===== src/cfts_pkg.sv =====
package cfts_pkg;

   localparam int IDX_W      = 12;
   localparam int TIME_W     = 64;
   localparam int CNT_W      = 13;
   localparam int REQ_DATA_W = 88;
   localparam int RSP_DATA_W = 80;

   localparam logic OP_LOAD  = 1'b0;
   localparam logic OP_QUERY = 1'b1;

   typedef enum logic [2:0] {
      RD_ZERO = 3'd0,
      RD_LAST = 3'd1,
      RD_HINT = 3'd2,
      RD_J    = 3'd3,
      RD_MID  = 3'd4
   } rd_sel_type;

   typedef enum logic [1:0] {
      ANS_ZERO = 2'd0,
      ANS_LAST = 2'd1,
      ANS_PREV = 2'd2,
      ANS_LO   = 2'd3
   } ans_sel_type;

   typedef struct packed {
      logic        start;
      logic        wr;
      logic        rd_en;
      rd_sel_type  rd_sel;
      logic        set_first;
      logic        scan_init;
      logic        scan_step;
      logic        bin_init;
      logic        bin_step;
      logic        ans_en;
      ans_sel_type ans_sel;
      logic        out_load;
   } cmd_type;

   typedef struct packed {
      logic t_lt_rd;
      logic hint_ok;
      logic j_ok;
      logic span_gt1;
      logic out_free;
   } status_type;

endpackage


===== src/cfts_ctrl.sv =====
module cfts_ctrl import cfts_pkg::*; (
   input  logic       clock,
   input  logic       reset,
   input  logic       req_tvalid,
   input  logic       req_op,
   output logic       req_tready,
   input  status_type status,
   output cmd_type    cmd
);

   typedef enum logic [9:0] {
      ST_IDLE     = 10'b00_0000_0001,
      ST_FIRST    = 10'b00_0000_0010,
      ST_LAST     = 10'b00_0000_0100,
      ST_SCAN0    = 10'b00_0000_1000,
      ST_SCAN_RD  = 10'b00_0001_0000,
      ST_SCAN_CHK = 10'b00_0010_0000,
      ST_BIN_INIT = 10'b00_0100_0000,
      ST_BIN_RD   = 10'b00_1000_0000,
      ST_BIN_CHK  = 10'b01_0000_0000,
      ST_DONE     = 10'b10_0000_0000
   } state_type;

   state_type state_ff, state_in;
   logic      accept;

   assign req_tready = (state_ff == ST_IDLE);
   assign accept     = req_tvalid && req_tready;

   always_comb begin
      cmd      = '0;
      state_in = state_ff;
      case (state_ff)
         ST_IDLE: begin
            if (accept) begin
               if (req_op == OP_QUERY) begin
                  cmd.start  = 1'b1;
                  cmd.rd_en  = 1'b1;
                  cmd.rd_sel = RD_ZERO;
                  state_in   = ST_FIRST;
               end else begin
                  cmd.wr = 1'b1;
               end
            end
         end
         ST_FIRST: begin
            cmd.set_first = 1'b1;
            if (status.t_lt_rd) begin
               cmd.ans_en  = 1'b1;
               cmd.ans_sel = ANS_ZERO;
               state_in    = ST_DONE;
            end else begin
               cmd.rd_en  = 1'b1;
               cmd.rd_sel = RD_LAST;
               state_in   = ST_LAST;
            end
         end
         ST_LAST: begin
            if (!status.t_lt_rd) begin
               cmd.ans_en  = 1'b1;
               cmd.ans_sel = ANS_LAST;
               state_in    = ST_DONE;
            end else if (status.hint_ok) begin
               cmd.rd_en  = 1'b1;
               cmd.rd_sel = RD_HINT;
               state_in   = ST_SCAN0;
            end else begin
               state_in = ST_BIN_INIT;
            end
         end
         ST_SCAN0: begin
            if (status.t_lt_rd) begin
               state_in = ST_BIN_INIT;
            end else begin
               cmd.scan_init = 1'b1;
               state_in      = ST_SCAN_RD;
            end
         end
         ST_SCAN_RD: begin
            if (status.j_ok) begin
               cmd.rd_en  = 1'b1;
               cmd.rd_sel = RD_J;
               state_in   = ST_SCAN_CHK;
            end else begin
               state_in = ST_BIN_INIT;
            end
         end
         ST_SCAN_CHK: begin
            if (status.t_lt_rd) begin
               cmd.ans_en  = 1'b1;
               cmd.ans_sel = ANS_PREV;
               state_in    = ST_DONE;
            end else begin
               cmd.scan_step = 1'b1;
               state_in      = ST_SCAN_RD;
            end
         end
         ST_BIN_INIT: begin
            cmd.bin_init = 1'b1;
            state_in     = ST_BIN_RD;
         end
         ST_BIN_RD: begin
            if (status.span_gt1) begin
               cmd.rd_en  = 1'b1;
               cmd.rd_sel = RD_MID;
               state_in   = ST_BIN_CHK;
            end else begin
               cmd.ans_en  = 1'b1;
               cmd.ans_sel = ANS_LO;
               state_in    = ST_DONE;
            end
         end
         ST_BIN_CHK: begin
            cmd.bin_step = 1'b1;
            state_in     = ST_BIN_RD;
         end
         ST_DONE: begin
            if (status.out_free) begin
               cmd.out_load = 1'b1;
               state_in     = ST_IDLE;
            end
         end
         default: begin
            state_in = ST_IDLE;
         end
      endcase
   end

   always_ff @(posedge clock) begin
      if (reset) begin
         state_ff <= ST_IDLE;
      end else begin
         state_ff <= state_in;
      end
   end

`ifndef SYNTHESIS
   a_query_start: assert property (@(posedge clock) disable iff (reset)
      (accept && req_op == OP_QUERY) |=> (state_ff == ST_FIRST))
      else $error("query accepted without starting search");
   a_load_stay: assert property (@(posedge clock) disable iff (reset)
      (accept && req_op == OP_LOAD) |=> (state_ff == ST_IDLE))
      else $error("load left the idle state");
   a_done_exit: assert property (@(posedge clock) disable iff (reset)
      (state_ff == ST_DONE && status.out_free) |=> (state_ff == ST_IDLE))
      else $error("finished search did not return to idle");
`endif

endmodule


===== config.mk =====
export PLATFORM = sky130hd
export DESIGN_NAME = cfts_ctrl
export DESIGN_NICKNAME = d
export VERILOG_FILES = /design/src/cfts_pkg.sv /design/src/cfts_ctrl.sv
export SDC_FILE = /design/constraint.sdc
export NUM_CORES = 1
export LEC_CHECK = 0
export BUFFER_PORTS_ARGS = -buffer_cell sky130_fd_sc_hd__buf_2
export CELL_PAD_IN_SITES_DETAIL_PLACEMENT = 1
export CELL_PAD_IN_SITES_GLOBAL_PLACEMENT = 1
export CORE_AREA = 2 2 52 54
export CTS_BUF_LIST = sky130_fd_sc_hd__clkbuf_8
export DETAILED_ROUTE_END_ITERATION = 12
export DIE_AREA = 0 0 54 56
export GPL_TIMING_DRIVEN = 0
export HOLD_SLACK_MARGIN = 0.02
export PLACE_DENSITY_LB_ADDON = 0.1
export SETUP_SLACK_MARGIN = 0.5
export SLEW_MARGIN = 25
export SYNTH_ARGS = -nofsm -noshare
export SYNTH_HDL_FRONTEND = slang
export SYNTH_SLANG_ARGS = --single-unit

===== constraint.sdc =====
create_clock -name clock -period 1.9 [get_ports clock]
set_input_delay 0.57 -clock clock [delete_from_list [all_inputs] [get_ports clock]]
set_output_delay 0.57 -clock clock [all_outputs]
set_load 0.02 [all_outputs]

# Yosys cells after proc, flatten, opt, wreduce, memory -nomap -nowiden
# Index checks and enable logic that the tools add are counted.
dict set report totals {
  regBits 10
  in_bits 9
  out_inout_bits 16
  elab_cells 52
}
dict set report op_classes {
  n_eq_ne 13
  muxes 35
  reduce_logical 3
}
# op count
set ops {}
lappend ops {{$pmux W10 S9} 1}
lappend ops {{$mux W10} 7}
lappend ops {{$mux W4} 6}
lappend ops {{$mux W7} 3}
lappend ops {{$pmux W4 S5} 1}
lappend ops {{$mux W3} 4}
lappend ops {{$pmux W3 S4} 1}
lappend ops {{$eq A10 B1 Y1 const B} 1}
lappend ops {{$eq A10 B10 Y1 const B} 1}
lappend ops {{$eq A10 B2 Y1 const B} 1}
lappend ops {{$eq A10 B3 Y1 const B} 1}
lappend ops {{$eq A10 B4 Y1 const B} 1}
lappend ops {{$eq A10 B5 Y1 const B} 1}
lappend ops {{$eq A10 B6 Y1 const B} 1}
lappend ops {{$eq A10 B7 Y1 const B} 1}
lappend ops {{$eq A10 B8 Y1 const B} 1}
lappend ops {{$eq A10 B9 Y1 const B} 1}
lappend ops {{$mux W1} 10}
lappend ops {{$mux W6} 1}
lappend ops {{$ne A2 B2 Y1 const B} 2}
lappend ops {{$reduce_and A3 Y1} 1}
lappend ops {{$mux W2} 1}
lappend ops {{$ne A2 B1 Y1 const B} 1}
lappend ops {{$reduce_or A2 Y1} 1}
lappend ops {{$logic_and A1 B1 Y1} 1}

# Longest topological paths before layout
# Gate-level depths: netlist of the first run.
dict set report logic_depth {
  ltp_word 4
  mapped_depth 6
  mapped_depth_nobuf 5
}

# Worst setup path after synthesis of the first run
# OpenSTA, ideal clock, no wires.
dict set report synth_timing {
  path_type {reg-to-output}
  from {register state_ff[8]}
  to {output cmd[3] (netlist name)}
  arrival_time_ns 1.823
  t_required_ns 1.330
  path_slack_ns -0.493
  path_stages_with_launch 7
  path_buffers 1
  cell_sequence {dfxtp_1 -> clkbuf_1 -> nor3_1 -> nand4b_1 -> o31ai_1 -> a41oi_1 -> inv_1}
}
# item line_no
set synth_lines {}
lappend synth_lines {{start, declared} cfts_ctrl.sv:24} ;# state_type state_ff, state_in;
lappend synth_lines {{start signal, assigned} cfts_ctrl.sv:133} ;# state_ff <= state_in;
lappend synth_lines {{end, declared} cfts_ctrl.sv:8} ;# output cmd_type cmd

==> run_results.csv, run 1 <==
group,metric,value,unit
synthesis,synthTopCellsByArea,"dfxtp_1 (27%), nor2_1 (5.6%), nor4b_1 (4.7%)",
timing,holdWs,574,ps
synthesis,syn_nets,108,
timing,slew_headroom,65.0,%
clock_network,cts_buffers,3,
timing,finalHoldViolCount,0,
placement,gp_congestion,0.773,
synthesis,synth_area_leader_cell,"dfxtp_1",
die,die_h,56,um
synthesis,async_flop_share,0,%
worst_setup_path,startpoint_type,"flip-flop",
global_route,grt_pass1_wl,4630,um
synthesis,synth_area,743,sq um
outcome,violations,"setup timing",
worst_setup_path,worstSetupPathType,"reg -> out",
detailed_routing,drt_iter0_drc,16,
power_and_ir_drop,power_leakage,0.665,nW
die,row_count,18,
global_route,grt_overflow,0,
timing,fmax,420,MHz
timing,tightest_slew,524,ps
global_route,grt_usage,21.0,%
power_and_ir_drop,ir_worst_vdd,0.318,mV
final_layout,nFillCells,289,
synthesis,synth_edf_count,0,
clock_network,cts.sinks,10,
detailed_routing,drtAntennaViolNets,0,
detailed_routing,vias,953,
timing,grt_setup_unrepaired,"yes",
clock_network,root_buffer,"clkbuf_8",
detailed_routing,totalWireLength,3080,um
timing,final.setup.tns,-5630,ps
power_and_ir_drop,finalPower,0.616,mW
placement,pre_cts_slack,-476,ps
synthesis,ys_types,35,
die,core_area,2430,sq um
power_and_ir_drop,power_density,422,nW/um^2
final_layout,final_cell_mix,"buf_4 (24), buf_6 (15), buf_2 (13)",
global_route,grt_pass1_vias,949,
clock_network,worst_skew_pair.late_latency,240,ps
worst_setup_path,worst-path-max-fanout,6,
synthesis,ys_seq_elements,10,
placement,port-buffer-count,23,
worst_setup_path,critical_path_required,1330,ps
worst_setup_path,cp.arrival,1810,ps
worst_setup_path,end_kind,"output port",
synthesis,avgSynthCellArea,7.51,sq um
die,die_w,54,um
clock_network,clock_path_buffers,2,
synthesis,ys_seq_area_share,26.9,%
final_layout,syn2layout_area_growth,96.1,%
timing,maxSlewViolCount,0,
final_layout,antenna_cells,0,
clock_network,clkSlewWorstSetupHoldPaths,50,ps
synthesis,netlist_instances,99,
detailed_routing,viasPerCell,5.24,
final_layout,final_nets,162,
detailed_routing,avgRoutedWirePerCell,16.9,um
outcome,status,"finished with violations",
final_layout,regMostFlops,"state_ff",
clock_network,cts_tree,"built",
synthesis,synth-main-ff-cell,"dfxtp_1",
timing,timing.final.ws_setup,-480,ps
final_layout,reg_top3,"state_ff x10",
synthesis,synth_top_area_share,26.9,%
final_layout,finalCoreUtilization,59.9,%
synthesis,yosys_warnings,0,
die,ios,25,
global_route,grt_max_degree,11,
detailed_routing,drc,0,
job,cap_violations,0,
timing,skew,1.03,ps
timing,final.period_utilization,125,%
final_layout,final_common_cell,"buf_4",
final_layout,drive_above_1_share,61.2,%
timing,period_minus_slack,2380,ps
placement,hpwlAfterDp,1860,um
global_route,antenna_found_initial,0,
min_path,hold_class,"reg -> reg",
die,dieArea,3020,sq um
final_layout,largest_reg_flops,10,
clock_network,htreeDepth,1,
die,initial_utilization,30.6,%
detailed_routing,dr.pass1.iters,4,
timing,setup_viol,17,
## layer usage
| metal | wire length (um) | vias up | track usage (%) |
|---|---|---|---|
| met5 | 0 | - | 0 |
| met4 | 62 | 0 | 8.57 |
| met3 | 118 | 6 | 2.96 |
| met2 | 1580 | 27 | 35.7 |
| met1 | 1320 | 457 | 25.4 |
| li1 | - | 463 | - |
## layout make-up
cell class | instances | area [sq um] | share of cell area, %
timing repair buffer | 49 | 380 | 26.1
sequential | 10 | 210 | 14.4
inverter | 9 | 36.3 | 2.49
multi-input combinational | 74 | 672 | 46.1
clock buffer | 4 | 55.1 | 3.78
tap | 30 | 37.5 | 2.58
buffer | 6 | 66.3 | 4.55
## synth_stat cells, types with 3 or more instances
cell	n
nand4_1	3
nor2_1	11
dfxtp_1	10
nor4b_1	4
inv_1	9
o21ai_0	4
nand2_1	8
nor4_1	5
xor2_1	4
nand2b_1	3
nor3_1	5
nand3_1	3
## where the power goes
group | total (mW) | internal, mW | leakage (nW) | switching (mW)
sequential | 0.216 | 0.211 | 0.0835 | 0.00495
clock | 0.267 | 0.182 | 0.0288 | 0.0846
combinational | 0.133 | 0.0548 | 0.553 | 0.0781
## worst paths after layout
check | from | end | slack, ps | depth (start not counted)
worst min-delay path | state_ff[7] | state_ff[7] | 570 | 3
worst min register to register | state_ff[7] | state_ff[7] | 570 | 3
worst max-delay path | state_ff[9] | cmd[12] | -480 | 5
worst max register to register | state_ff[5] | state_ff[0] | -40 | 6
## critical path: stages, from the launching register on
cell	delay [ps]
dfxtp_1	380
nor2_4	230
nand4b_1	150
or4_4	560
o2111ai_2	90
buf_4	170
## stage by stage
stage / cells / cell area [sq um]
after global placement: 152 / 1080
after floorplan: 99 / 923
after CTS: 173 / 1360
after global routing: 182 / 1460
after detailed placement: 152 / 1080
final: 182 / 1460
## repair_timing
item                                    in CTS  in global routing
endpoints found under the setup margin      23                 25
buffers inserted                            17                  9
endpoints found under the hold margin        0                  0
resized for setup                           28                 10
hold buffers                                 0                  0
pin swaps                                   11                  4
## cell families after synthesis
| logic type | count (synthesis) | synth area share, % |
|---|---|---|
| mux | 1 | 1.35 |
| compound gates | 14 | 12.5 |
| simple gates | 54 | 43.6 |
| xor+xnor | 5 | 5.89 |
| buf+inv | 15 | 9.76 |
| flops | 10 | 26.9 |
No activity file was read; power rests on OpenSTA's default activity.
==> run 2, diff against run 1 <==
--- a/config.mk
+++ b/config.mk
@@ -8,7 +8,7 @@
 export BUFFER_PORTS_ARGS = -buffer_cell sky130_fd_sc_hd__buf_2
 export CELL_PAD_IN_SITES_DETAIL_PLACEMENT = 1
 export CELL_PAD_IN_SITES_GLOBAL_PLACEMENT = 1
-export CORE_AREA = 2 2 52 54
+export CORE_AREA = 4 4 50 52
 export CTS_BUF_LIST = sky130_fd_sc_hd__clkbuf_8
 export DETAILED_ROUTE_END_ITERATION = 12
 export DIE_AREA = 0 0 54 56
==> constraint.sdc (replaced) <==
create_clock -name clock -period 3.01 [get_ports clock]
set_input_delay 0.903 -clock clock [delete_from_list [all_inputs] [get_ports clock]]
set_output_delay 0.903 -clock clock [all_outputs]
set_load 0.02 [all_outputs]
==> run_results.csv, run 2 (same netlist as run 1, synthesis figures left out) <==
group,metric,value,unit
placement,post-place-cells,150,
die,row_count,17,
clock_network,htreeDepth,1,
detailed_routing,drt_iter0_drc,12,
worst_setup_path,worst-path-max-fanout,5,
global_route,grt_max_degree,11,
die,ios,25,
global_route,grt_pass1_wl,4410,um
clock_network,root_buffer,"clkbuf_8",
die,core_area,2110,sq um
timing,finalHoldViolCount,0,
clock_network,cts.sinks,10,
worst_setup_path,reg2reg_to,"state_ff[0]",
timing,fmax,357,MHz
die,die_w,54,um
global_route,grt_pass1_vias,951,
final_layout,regMostFlops,"state_ff",
worst_setup_path,cp.arrival,1900,ps
power_and_ir_drop,power_density,281,nW/um^2
final_layout,final_nets,155,
worst_setup_path,critical_path_required,2110,ps
timing,period_minus_slack,2800,ps
final_layout,largest_reg_flops,10,
detailed_routing,vias,970,
clock_network,cts_tree,"built",
worst_setup_path,rrSetupSlack,1040,ps
placement,gp_congestion,0.782,
outcome,status,"finished, final reports clean",
clock_network,clock_path_buffers,2,
clock_network,cts_buffers,3,
timing,grt_setup_unrepaired,"yes",
min_path,hp-start,"state_ff[7]",
die,dieArea,3020,sq um
timing,tightest_slew,475,ps
timing,slew_headroom,68.4,%
die,die_h,56,um
clock_network,clkSlewWorstSetupHoldPaths,50,ps
global_route,grt_usage,19.3,%
min_path,hold_end,"state_ff[7]",
final_layout,drive_above_1_share,56.9,%
detailed_routing,drtAntennaViolNets,0,
timing,maxSlewViolCount,0,
worst_setup_path,timing.rr.start,"state_ff[5]",
power_and_ir_drop,ir_worst_vdd,0.281,mV
power_and_ir_drop,power_leakage,0.616,nW
detailed_routing,totalWireLength,3450,um
min_path,hold_class,"reg -> reg",
global_route,antenna_found_initial,0,
timing,skew,2.26,ps
final_layout,final_common_cell,"buf_4",
final_layout,syn2layout_area_growth,77.4,%
detailed_routing,dr.pass1.iters,4,
job,cap_violations,0,
global_route,grt_overflow,0,
final_layout,reg_top3,"state_ff x10",
die,initial_utilization,35.3,%
timing,setup_viol,0,
clock_network,worst_skew_pair.late_latency,240,ps
worst_setup_path,rr_worst_depth,6,
min_path,holdPathStages,3,
detailed_routing,viasPerCell,5.64,
clock_network,cts_hold_buf,0,
worst_setup_path,worstSetupPathType,"reg -> out",
placement,hpwlAfterDp,1920,um
detailed_routing,avgRoutedWirePerCell,20.0,um
final_layout,fin_cells,172,
placement,port-buffer-count,23,
timing,final.period_utilization,93.1,%
worst_setup_path,startpoint_type,"flip-flop",
final_layout,final_cell_mix,"buf_4 (23), buf_2 (11), buf_6 (10)",
worst_setup_path,end_kind,"output port",
detailed_routing,drc,0,
power_and_ir_drop,finalPower,0.371,mW
final_layout,antenna_cells,0,
run 2: cell count changes in the layout (fill, tap and decap cells not counted), sizes merged:
cell    before  now
clkbuf       5    4
buf         54   47
run 2: report_power, final:
part	internal (mW)	total, mW	switching, mW
Combinational	0.0391	0.0896	0.0506
Clock	0.0879	0.143	0.0552
Sequential	0.135	0.138	0.00349
run 2: how the worst max path moves through the flow:
stage                           start       to  slack [ps]
final                     state_ff[8]  cmd[12]         210
after global routing      state_ff[8]  cmd[12]         140
after detailed placement    status[4]  cmd[12]          -7
after CTS                   status[4]  cmd[12]         250
after floorplan             status[1]   cmd[3]         390
after global placement      status[4]  cmd[12]          -5
run 2: per-layer routing:
layer	global-route usage [%]	wire length (um)	part of all wire (%)	vias up
met1	24.0	1490	43	480
met2	34.4	1720	50	34
met3	3.22	172	5.0	7
met5	0	0	0	-
met4	2.49	60	1.7	0
li1	-	-	-	449
run 2: through the flow:
step	TNS, ps	instance area (sq um)	setup slack (ps)	hold WS (ps)	utilization (%)
3_5_place_dp	-6.74	927	-6.74	663	44.0
6_report	0	1320	209	679	62.6
2_1_floorplan	0	777	393	572	-
4_1_cts	0	1180	247	692	56.0
3_3_place_gp	-5.19	927	-5.19	642	44.0
5_1_grt	0	1320	143	704	62.6
run 2: critical path, cell delays in order (launching register included):
cell,delay (ps)
dfxtp_2,320
buf_6,130
nor3_4,200
nand4b_1,150
or4_4,590
o2111ai_2,110
buf_4,170
run 2: cell type report:
type | count | area (sq um)
Timing Repair Buffer | 42 | 334
Sequential cell | 10 | 205
Tap cell | 28 | 35.0
Inverter | 9 | 38.8
Fill cell | 244 | 787
Multi-Input combinational cell | 74 | 612
Clock buffer | 3 | 41.3
Buffer | 6 | 52.6
run 2: repair_timing:
item	CTS	global route
cloned	0	1
endpoints found under the setup margin	15	14
resized for setup	37	22
buffers inserted	11	7
hold endpoints to repair	0	0
pin swaps	6	8
==> run 3, diff against run 2 <==
==> constraint.sdc (replaced) <==
create_clock -name clock -period 3.01 [get_ports clock]
set_input_delay 0.602 -clock clock [delete_from_list [all_inputs] [get_ports clock]]
set_output_delay 0.602 -clock clock [all_outputs]
set_load 0.02 [all_outputs]
==> run_results.csv, run 3 (same netlist as run 1, synthesis figures left out) <==
group,metric,value,unit
clock_network,worst_skew_pair.late_latency,240,ps
placement,port-buffer-count,23,
final_layout,syn2layout_area_growth,34.8,%
die,row_count,17,
timing,final.period_utilization,81.5,%
final_layout,drive_above_1_share,35.9,%
worst_setup_path,rr_worst_depth,6,
final_layout,reg_top3,"state_ff x10",
final_layout,antenna_cells,0,
timing,period_minus_slack,2450,ps
power_and_ir_drop,finalPower,0.343,mW
timing,final.setup.tns,0,ps
worst_setup_path,slowest_stage,"or4_4",
detailed_routing,vias,837,
detailed_routing,avgRoutedWirePerCell,15.3,um
worst_setup_path,rrSetupSlack,1050,ps
clock_network,clock_path_buffers,2,
final_layout,fin_cells,156,
global_route,grt_max_degree,11,
detailed_routing,drt_iter0_drc,13,
clock_network,cts_buffers,3,
timing,maxSlewViolCount,0,
global_route,antenna_found_initial,0,
global_route,grt_pass1_wl,3920,um
final_layout,final_cell_mix,"buf_2 (24), nor2_1 (10), dfxtp_1 (10)",
die,die_w,54,um
global_route,grt_usage,17.0,%
die,initial_utilization,35.3,%
detailed_routing,totalWireLength,2390,um
min_path,hp-start,"state_ff[4]",
timing,tightest_slew,525,ps
worst_setup_path,worst-path-max-fanout,9,
min_path,hold_class,"reg -> reg",
power_and_ir_drop,power_leakage,0.497,nW
global_route,grt_overflow,0,
die,die_h,56,um
final_layout,final_common_cell,"buf_2",
detailed_routing,drtAntennaViolNets,0,
min_path,hold_end,"state_ff[5]",
power_and_ir_drop,ir_worst_vdd,0.298,mV
detailed_routing,drc,0,
timing,grt_setup_unrepaired,"yes",
detailed_routing,viasPerCell,5.37,
die,dieArea,3020,sq um
worst_setup_path,slowest_delay,520,ps
final_layout,regMostFlops,"state_ff",
timing,finalHoldViolCount,0,
worst_setup_path,cp.arrival,1850,ps
worst_setup_path,timing.rr.start,"state_ff[2]",
final_layout,final_nets,139,
worst_setup_path,startpoint_type,"flip-flop",
timing,fmax,408,MHz
worst_setup_path,reg2reg_to,"state_ff[0]",
outcome,status,"finished, final reports clean",
timing,setup_viol,0,
clock_network,htreeDepth,1,
min_path,holdPathStages,2,
die,core_area,2110,sq um
power_and_ir_drop,power_density,342,nW/um^2
final_layout,fin_area,1000,sq um
placement,gp_congestion,0.829,
clock_network,cts.sinks,10,
timing,slew_headroom,65.0,%
clock_network,clkSlewWorstSetupHoldPaths,50,ps
worst_setup_path,worstSetupPathType,"reg -> out",
timing,skew,2.26,ps
die,ios,25,
final_layout,largest_reg_flops,10,
detailed_routing,dr.pass1.iters,4,
clock_network,cts_tree,"built",
placement,hpwlAfterDp,1810,um
clock_network,cts_hold_buf,0,
worst_setup_path,crit_chain,"buf_2 > nor3_4 > nand4b_1 > or4_4 > o2111ai_1 > buf_4",
worst_setup_path,critical_path_required,2410,ps
global_route,grt_pass1_vias,839,
placement,post-place-cells,150,
placement,place_area,893,sq um
clock_network,root_buffer,"clkbuf_8",
worst_setup_path,end_kind,"output port",
job,cap_violations,0,
-- run 3: repair_timing --
item / 4_1_cts / 5_1_grt
endpoints found under the setup margin: 6 / 9
resized for setup: 5 / 7
setup buffers: 1 / 2
pin swaps: 2 / 1
-- run 3: critical path: cells and delay by family (launching register included) --
| kind | cells | cell delay (ps) |
|---|---|---|
| AND/OR/NAND/NOR | 3 | 850 |
| AO/OA/AOI/OAI | 1 | 120 |
| flip-flops | 1 | 290 |
| buffers and inverters | 2 | 350 |
-- run 3: area by class of cell --
| cell class | instances | area [sq um] |
|---|---|---|
| fillers | 277 | 1100 |
| multi-input cells | 74 | 510 |
| flip-flops and latches | 10 | 200 |
| repair buffers | 26 | 140 |
| clock buffers | 3 | 41.3 |
| plain buffers | 6 | 41.3 |
| well taps | 28 | 35.0 |
| inverters | 9 | 33.8 |
-- run 3: power by group --
part           total (mW)  switching, mW  internal [mW]  leakage, nW
sequential          0.138        0.00326          0.135       0.0809
clock               0.140         0.0526         0.0876       0.0216
combinational      0.0642         0.0383         0.0259        0.395
-- run 3: worst max-delay path by stage --
stage / from / endpoint / slack [ps] / cells after the start
floorplan: state_ff[8] / cmd[3] / 580 / 6
global placement: state_ff[8] / cmd[12] / 560 / 6
detailed placement: state_ff[8] / cmd[12] / 540 / 6
CTS: state_ff[1] / cmd[12] / 500 / 6
global route: state_ff[8] / cmd[13] / 470 / 6
finish: state_ff[8] / cmd[12] / 560 / 6
-- run 3: metal layers --
| metal | part of all wire (%) | vias up | global-route usage (%) |
|---|---|---|---|
| met1 | 47 | 408 | 23.6 |
| li1 | - | 413 | - |
| met4 | 0.33 | 0 | 2.14 |
| met2 | 49 | 14 | 26.1 |
| met5 | 0 | - | 0 |
| met3 | 3.8 | 2 | 5.36 |
-- run 3: per-stage QoR --
stage	setup WS [ps]	utilization (%)	hold WS, ps
floorplan	585	-	552
global placement	556	42.4	612
detailed placement	544	42.4	632
CTS	501	45.3	664
global route	470	47.6	696
finish	557	47.6	665
